<file path="config.mk">
export PLATFORM = sky130hd
export DESIGN_NAME = stepper_segment_step_generator_core
export DESIGN_NICKNAME = d
export VERILOG_FILES = /design/src/sv/ssg_pkg.sv /design/src/sv/ssg_divider.sv /design/src/sv/stepper_segment_step_generator_core.sv
export VERILOG_INCLUDE_DIRS = /design/src /design/src/sv
export SDC_FILE = /design/constraint.sdc
export NUM_CORES = 2
export LEC_CHECK = 0
export BUFFER_PORTS_ARGS = -buffer_cell sky130_fd_sc_hd__buf_2
export CORE_MARGIN = 5
export CORE_UTILIZATION = 46
export DETAILED_ROUTE_END_ITERATION = 10
export SLEW_MARGIN = 10
export SYNTH_ARGS = -nofsm -noshare
export SYNTH_HDL_FRONTEND = slang
export SYNTH_SLANG_ARGS = --single-unit
</file>
<file path="constraint.sdc">
create_clock -name clk -period 14.44 [get_ports clk]
set_input_delay 0.722 -clock clk [delete_from_list [all_inputs] [get_ports clk]]
set_output_delay 0.722 -clock clk [all_outputs]
set_load 0.05 [all_outputs]
</file>
<file path="src/sv/stepper_segment_step_generator_core_macros.svh">
// Assertion macros for the step generator core.
`ifndef STEPPER_SEGMENT_STEP_GENERATOR_CORE_MACROS_SVH
`define STEPPER_SEGMENT_STEP_GENERATOR_CORE_MACROS_SVH
`ifndef NO_ASSERTIONS
`define SSG_ASSERT_IMP(label, clk, rst, a, c) \
  label: assert property (@(posedge clk) disable iff (rst) (a) |-> (c)) \
    else $error("assertion failed");
`define SSG_ASSERT_NXT(label, clk, rst, a, c) \
  label: assert property (@(posedge clk) disable iff (rst) (a) |=> (c)) \
    else $error("assertion failed");
`else
`define SSG_ASSERT_IMP(label, clk, rst, a, c)
`define SSG_ASSERT_NXT(label, clk, rst, a, c)
`endif
`endif

</file>
<file path="src/sv/ssg_pkg.sv">
package ssg_pkg;
  localparam int AXES = 8;
  localparam int DELAY_FRACTION_BITS = 5;
  localparam logic [31:0] STEP_BIT = 32'h8000_0000;

  typedef enum logic [3:0] {
    OP_FRACTION = 4'd0, OP_DIRECTION = 4'd1, OP_ACCEL_LOOPS = 4'd2,
    OP_TRAVEL_LOOPS = 4'd3, OP_DECEL_LOOPS = 4'd4, OP_INDEX = 4'd5,
    OP_ACCEL_DELAY = 4'd6, OP_TRAVEL_DELAY = 4'd7, OP_START = 4'd8,
    OP_ADVANCE = 4'd9
  } opcode_t;

  typedef enum logic [2:0] {
    PH_ACK = 3'd0, PH_ACCEL = 3'd1, PH_TRAVEL = 3'd2, PH_DECEL = 3'd3,
    PH_FINISHED = 3'd4
  } phase_t;

  typedef enum logic [2:0] {
    ST_IDLE, ST_ACCUM, ST_DIV, ST_DIV_WAIT, ST_OUT
  } state_t;

  typedef struct packed {
    logic        start;
    logic [31:0] num;
    logic [31:0] den;
  } div_req_t;

  typedef struct packed {
    logic        busy;
    logic        done;
    logic [31:0] quot;
    logic [31:0] rem;
  } div_rsp_t;
endpackage

</file>
<file path="src/sv/ssg_divider.sv">
module ssg_divider (
  input  logic              clk,
  input  logic              rst,
  input  ssg_pkg::div_req_t req,
  output ssg_pkg::div_rsp_t rsp
);
  import ssg_pkg::*;

  logic [31:0] quot, den, rem;
  logic [5:0]  count;
  logic        busy, done;
  logic [32:0] trial;

  // Restoring division, one quotient bit per cycle.
  assign trial = {rem, quot[31]} - {1'b0, den};

  always_ff @(posedge clk) begin
    if (rst) begin
      busy <= 1'b0;
      done <= 1'b0;
      count <= '0;
    end else begin
      done <= 1'b0;
      if (req.start) begin
        busy <= 1'b1;
        count <= 6'd32;
        quot <= req.num;
        den <= req.den;
        rem <= '0;
      end else if (busy) begin
        if (trial[32]) begin
          rem <= {rem[30:0], quot[31]};
          quot <= {quot[30:0], 1'b0};
        end else begin
          rem <= trial[31:0];
          quot <= {quot[30:0], 1'b1};
        end
        count <= count - 6'd1;
        if (count == 6'd1) begin
          busy <= 1'b0;
          done <= 1'b1;
        end
      end
    end
  end

  assign rsp.busy = busy;
  assign rsp.done = done;
  assign rsp.quot = quot;
  assign rsp.rem = rem;
endmodule

</file>
<file path="src/sv/stepper_segment_step_generator_core.sv">
// Channel  Signals                           Direction
// input    valid ready opcode axis value     in
// output   out_valid out_ready step_pulses   out
//          direction_out delay_count phase
//
// Loads, start and an advance after finish go straight to the result; any other
// advance steps through every axis, one accumulator per cycle through a shared
// adder, then, when a divide runs (accel with nonzero index, or decel), launches
// the divider and waits for it to hand back the quotient and remainder.
// Reset clears the control state, not step_pulses, delay_count or phase. ready
// is low while an item is in work and while a result waits; a stalled result holds.
`include "stepper_segment_step_generator_core_macros.svh"
module stepper_segment_step_generator_core (
  input  logic        clk,
  input  logic        rst,
  input  logic        valid,
  output logic        ready,
  input  logic [3:0]  opcode,
  input  logic [2:0]  axis,
  input  logic [31:0] value,
  output logic        out_valid,
  input  logic        out_ready,
  output logic [7:0]  step_pulses,
  output logic [7:0]  direction_out,
  output logic [31:0] delay_count,
  output logic [2:0]  phase
);
  import ssg_pkg::*;

  state_t state, state_next;
  logic [31:0] acc [AXES];
  logic [31:0] frac [AXES];
  logic [7:0]  dir;
  logic [31:0] accel_left, travel_left, decel_left, idx, adelay, tdelay, remd;
  logic        finished, is_decel;
  logic [2:0]  ax;
  logic [7:0]  pulses;
  div_req_t    dreq;
  div_rsp_t    drsp;
  logic [31:0] sum;

  ssg_divider u_div (.clk(clk), .rst(rst), .req(dreq), .rsp(drsp));

  // Shared accumulator adder.
  assign sum = acc[ax] + frac[ax];
  assign ready = (state == ST_IDLE);
  assign out_valid = (state == ST_OUT);
  assign direction_out = dir;

  always_comb begin
    state_next = state;
    case (state)
      ST_IDLE: if (valid) begin
        if (opcode == OP_ADVANCE && !finished) state_next = ST_ACCUM;
        else if (opcode <= OP_ADVANCE) state_next = ST_OUT;
      end
      ST_ACCUM: if (ax == 3'(AXES - 1)) begin
        if ((accel_left != 0 && idx != 0) ||
            (accel_left == 0 && travel_left == 0 && decel_left != 0))
          state_next = ST_DIV;
        else state_next = ST_OUT;
      end
      ST_DIV: state_next = ST_DIV_WAIT;
      ST_DIV_WAIT: if (drsp.done) state_next = ST_OUT;
      ST_OUT: if (out_ready) state_next = ST_IDLE;
      default: state_next = ST_IDLE;
    endcase
  end

  always_comb begin
    dreq.start = (state == ST_DIV);
    dreq.num = (adelay << 1) + remd;
    dreq.den = is_decel ? (idx << 2) - 32'd1 : (idx << 2) + 32'd1;
  end

  always_ff @(posedge clk) begin
    if (rst) begin
      state <= ST_IDLE;
      for (int i = 0; i < AXES; i++) begin
        acc[i] <= '0;
        frac[i] <= '0;
      end
      dir <= '0; accel_left <= '0; travel_left <= '0; decel_left <= '0;
      idx <= '0; adelay <= '0; tdelay <= '0; remd <= '0; finished <= 1'b1;
      ax <= '0; pulses <= '0; is_decel <= 1'b0;
    end else begin
      state <= state_next;
      case (state)
        ST_IDLE: if (valid) begin
          step_pulses <= '0;
          delay_count <= '0;
          phase <= (opcode == OP_ADVANCE && finished) ? PH_FINISHED : PH_ACK;
          ax <= '0;
          pulses <= '0;
          case (opcode)
            OP_FRACTION: if (32'(axis) < AXES) frac[axis] <= value;
            OP_DIRECTION: dir <= value[7:0];
            OP_ACCEL_LOOPS: accel_left <= value;
            OP_TRAVEL_LOOPS: travel_left <= value;
            OP_DECEL_LOOPS: decel_left <= value;
            OP_INDEX: idx <= value;
            OP_ACCEL_DELAY: adelay <= value;
            OP_TRAVEL_DELAY: tdelay <= value;
            OP_START: begin
              for (int i = 0; i < AXES; i++) acc[i] <= '0;
              remd <= '0;
              finished <= 1'b0;
            end
            OP_ADVANCE: ;
            default: ;
          endcase
        end
        ST_ACCUM: begin
          acc[ax] <= sum;
          if (!acc[ax][31] && sum[31]) pulses[ax] <= 1'b1;
          ax <= ax + 3'd1;
          if (ax == 3'(AXES - 1)) begin
            step_pulses <= pulses | (8'(!acc[ax][31] && sum[31]) << ax);
            if (accel_left != 0) begin
              is_decel <= 1'b0;
              accel_left <= accel_left - 32'd1;
              phase <= PH_ACCEL;
              delay_count <= adelay >> DELAY_FRACTION_BITS;
              if (idx == 0) idx <= 32'd1;
            end else if (travel_left != 0) begin
              travel_left <= travel_left - 32'd1;
              phase <= PH_TRAVEL;
              delay_count <= tdelay;
            end else if (decel_left != 0) begin
              is_decel <= 1'b1;
              decel_left <= decel_left - 32'd1;
              phase <= PH_DECEL;
            end else begin
              finished <= 1'b1;
              phase <= PH_FINISHED;
            end
          end
        end
        ST_DIV_WAIT: if (drsp.done) begin
          remd <= drsp.rem;
          if (is_decel) begin
            adelay <= adelay + drsp.quot;
            delay_count <= (adelay + drsp.quot) >> DELAY_FRACTION_BITS;
            idx <= idx - 32'd1;
          end else begin
            adelay <= adelay - drsp.quot;
            delay_count <= (adelay - drsp.quot) >> DELAY_FRACTION_BITS;
            idx <= idx + 32'd1;
          end
        end
        default: ;
      endcase
    end
  end

  `SSG_ASSERT_IMP(a_div_only_wait, clk, rst, drsp.busy, state == ST_DIV_WAIT)
  `SSG_ASSERT_NXT(a_out_hold, clk, rst, out_valid && !out_ready, out_valid && $stable(delay_count))
  `SSG_ASSERT_IMP(a_not_both, clk, rst, ready, !out_valid)
endmodule
</file>
==> flow_metrics.env <==
export IMPL_worst_path_buf_inv=2
export IMPL_grt_max_degree=142
export IMPL_clk_latency_ps=710
export IMPL_io_pins=96
export IMPL_rows=122
export IMPL_ant_nets=0
export IMPL_htree_levels=3
export IMPL_worstPathRequired_ps=14990
export IMPL_synth_edf_count=650
export IMPL_grt_overflow=0
export IMPL_antenna_found_initial=11
export IMPL_regArea_sq_mm=0.0247
export IMPL_yosys_area_share_simple_pct=16.6
export IMPL_synthCells=4996
export IMPL_clkTransAtPathRegs_ps=60
export IMPL_drv_slew=0
export IMPL_core_area_sq_mm=0.110
export IMPL_area_growth_pct=10.3
export IMPL_dpl_hpwl_mm=103
export IMPL_multi_input_area_sq_mm=0.0246
export IMPL_grt_pass1_wl_mm=237
export IMPL_first_iter_violations=3855
export IMPL_synth_seq_cells=909
export IMPL_max_stage_delay_ps=680
export IMPL_rsz0062_at_grt="no"
export IMPL_critPathKind="flop to flop"
export IMPL_cp_arrival_ps=6530
export IMPL_portBuffers=95
export IMPL_p_per_area_mw_per_mm2=111
export IMPL_fin_util_pct=50.9
export IMPL_synthesis_area_sq_mm=0.0509
export IMPL_synthFlopType="edfxtp_1"
export IMPL_synth_top_family_by_area="simple AND/OR/NAND/NOR gates"
export IMPL_nNetsFinal=5166
export IMPL_hold_end="state[2]"
export IMPL_total_power_mw=6.23
export IMPL_worst_pin_slew_ps=1170
export IMPL_r2r_setup_slack_ps=8460
export IMPL_ctsRootBufferMaster="clkbuf_16"
export IMPL_synth_compound_area_share_pct=15.1
export IMPL_worstPathCellList="buf_12 -> mux4_2 -> mux2_2 -> ha_1 -> a211o_1 -> a2111oi_0 -> nor3b_1 -> nand4bb_1 -> a221o_1 -> o221ai_1 -> mux2i_1 -> buf_4 -> nand3_1 -> o21ai_0"
export IMPL_reg2reg_depth=14
export IMPL_start_util_pct=46.2
export IMPL_clock_sinks=909
export IMPL_hp_start="out_ready"
export IMPL_post_route_min_period_ps=5980
export IMPL_ctsResizeCount=0
export IMPL_fillCellCount=10100
export IMPL_outcome="finished, final reports clean"
export IMPL_drive_gt1_share_pct=12.2
export IMPL_postSynthAreaPerCell_sq_um=10.2
export IMPL_vias_per_cell=6.04
export IMPL_first_pass_iters=6
export IMPL_ys_seq_area_share_pct=48.5
export IMPL_routed_wl_mm=158
export IMPL_clock_skew_ps=39.1
export IMPL_relSlewSlack_pct=21.5
export IMPL_r2r_end="step_pulses[6]"
export IMPL_whs_path_depth=3
export IMPL_die_area_sq_mm=0.117
export IMPL_crit_slowest_cell="dfxtp_4"
export IMPL_tns_ps=0
export IMPL_grt_pass1_vias=37200
export IMPL_routabilityCongestion=0.897
export IMPL_synth_fa_ha_area_share_pct=4.98
export IMPL_synth_cell_types=90
export IMPL_cts_max_path_buffers=3
export IMPL_cellLeakagePower_nw=21.0
export IMPL_synth_xor_area_share_pct=3.05
export IMPL_cp_end_kind="flop"
export IMPL_synthMuxAreaShare_pct=8.09
export IMPL_start_kind="flop"
export IMPL_die_h_microns=343
export IMPL_irDropWorstVdd_mv=0.115
export IMPL_cts_setup_buffers=0
export IMPL_cts_buffers=101
export IMPL_synthesis_nets=5238
export IMPL_critPathTopFamily="compound AO/OA/AOI/OAI gates"
export IMPL_gr_usage_all_layers_pct=26.5
export IMPL_hold_viol=0
export IMPL_ys_warn_count=0
export IMPL_die_x_microns=343
export IMPL_setup_violations=0
export IMPL_period_share_pct=41.4
export IMPL_postCtsHoldBufs=0
export IMPL_fmax_mhz=167
export IMPL_crit_fanout=105
export IMPL_hold_class="primary input to flop"
export IMPL_synthArstFlopShare_pct=0
export IMPL_maxCapViolCount=0
export IMPL_cts_tree="built"
export IMPL_via_count=39200
export IMPL_drc=0
export IMPL_avgRoutedWirePerCell_microns=24.4
[routing by layer]
layer	track usage, %	wire length [microns]
met1	36.9	67100
met2	42.3	72900
met3	3.44	11600
met4	10.3	6900
met5	0	0
[cell type report]
| cell class | instances | share of cell area, % |
|---|---|---|
| diodes | 4 | 0.0178 |
| inverters | 148 | 0.990 |
| well taps | 1488 | 3.32 |
| multi-input cells | 3610 | 43.8 |
| clock inverters | 59 | 1.30 |
| flip-flops and latches | 909 | 44.1 |
| repair buffers | 154 | 1.70 |
| clock buffers | 128 | 4.81 |
[synth_stat cells, types with 39 or more instances]
master	count	share of area, %
edfxtp_1	650	38
nor2_1	599	4.4
nand2_1	433	3.2
a21oi_1	366	3.6
and2_1	279	3.4
clkbuf_1	272	2.0
o21ai_0	267	2.6
dfxtp_1	259	10
ha_1	193	4.7
inv_1	147	1.1
mux4_2	128	5.7
nand3_1	115	1.1
nor3_1	103	1.0
xnor2_1	97	1.7
xor2_1	80	1.4
mux2_2	75	1.7
a21o_1	71	1.0
a211oi_1	60	0.89
o31ai_1	50	0.74
nand2b_1	41	0.50
a31oi_1	39	0.48
mux2i_1	39	0.77
[cell families after synthesis]
kind of cell	after synthesis
muxes	242
xor gates and xnor gates	177
buffers and inverters	477
adders and majority gates	199
and+or+nand+nor	1789
DFF	909
AOI/OAI and AO/OA	1203
[worst reg2reg max path, cell delays in order (launching register included)]
cell	delay, ps
dfxtp_4	680
buf_12	680
mux4_2	750
mux2_2	300
ha_1	290
a211o_1	310
a2111oi_0	630
nor3b_1	250
nand4bb_1	280
a221o_1	410
o221ai_1	390
mux2i_1	260
buf_4	230
nand3_1	160
o21ai_0	220
[state kept, by name (all words and copies together) (netlist names), 3 cells and up, named ones only]
register / cells
frac: 256
u_div.rem: 32
pulses: 8
phase: 3
u_div.den: 31
travel_left: 32
decel_left: 32
direction_out: 8
delay_count: 32
accel_left: 32
ax: 3
tdelay: 32
u_div.count: 6
u_div.quot: 32
step_pulses: 8
idx: 32
acc: 256
remd: 32
state: 3
adelay: 32
[power breakdown]
group | switching (mW) | internal (mW) | leakage (nW)
combinational | 0.447 | 0.180 | 10.7
clock | 1.14 | 1.53 | 1.64
sequential | 0.0563 | 2.87 | 8.66
[cells in the final DEF, fill, tap and decap left out, drive strengths merged, types with 37 or more instances in the layout]
cell / instances
edfxtp: 650
o21bai: 37
and2: 280
o31ai: 51
mux4: 128
nand2: 435
inv: 149
clkinv: 38
nor3: 104
a31oi: 40
o21ai: 285
nor2: 607
dfxtp: 259
xnor2: 97
nand3: 115
mux2: 75
a21o: 71
a22oi: 46
xor2: 80
nor4: 38
nand2b: 41
a211oi: 62
buf: 153
a21oi: 368
mux2i: 39
ha: 193
clkbuf: 129
[metrics by stage]
stage / worst slack (ps) / hold WS [ps] / cells / area (sq um)
after floorplan: 9030 / 432 / 4996 / 50900
after global placement: 8480 / 437 / 6309 / 52700
after detailed placement: 8510 / 443 / 6309 / 52700
after CTS: 8390 / 359 / 6496 / 56100
after global routing: 8020 / 423 / 6498 / 56100
final: 8460 / 402 / 6500 / 56100
[how the worst max path moves through the flow]
stage	start	to	slack, ps	depth (start not counted)
floorplan	flop	step_pulses[0]	9030	16
global placement	flop	step_pulses[4]	8480	14
detailed placement	flop	step_pulses[4]	8510	14
CTS	flop	step_pulses[4]	8390	14
global route	flop	step_pulses[4]	8020	14
finish	flop	step_pulses[6]	8460	14
(Power assumes the default switching activity.)
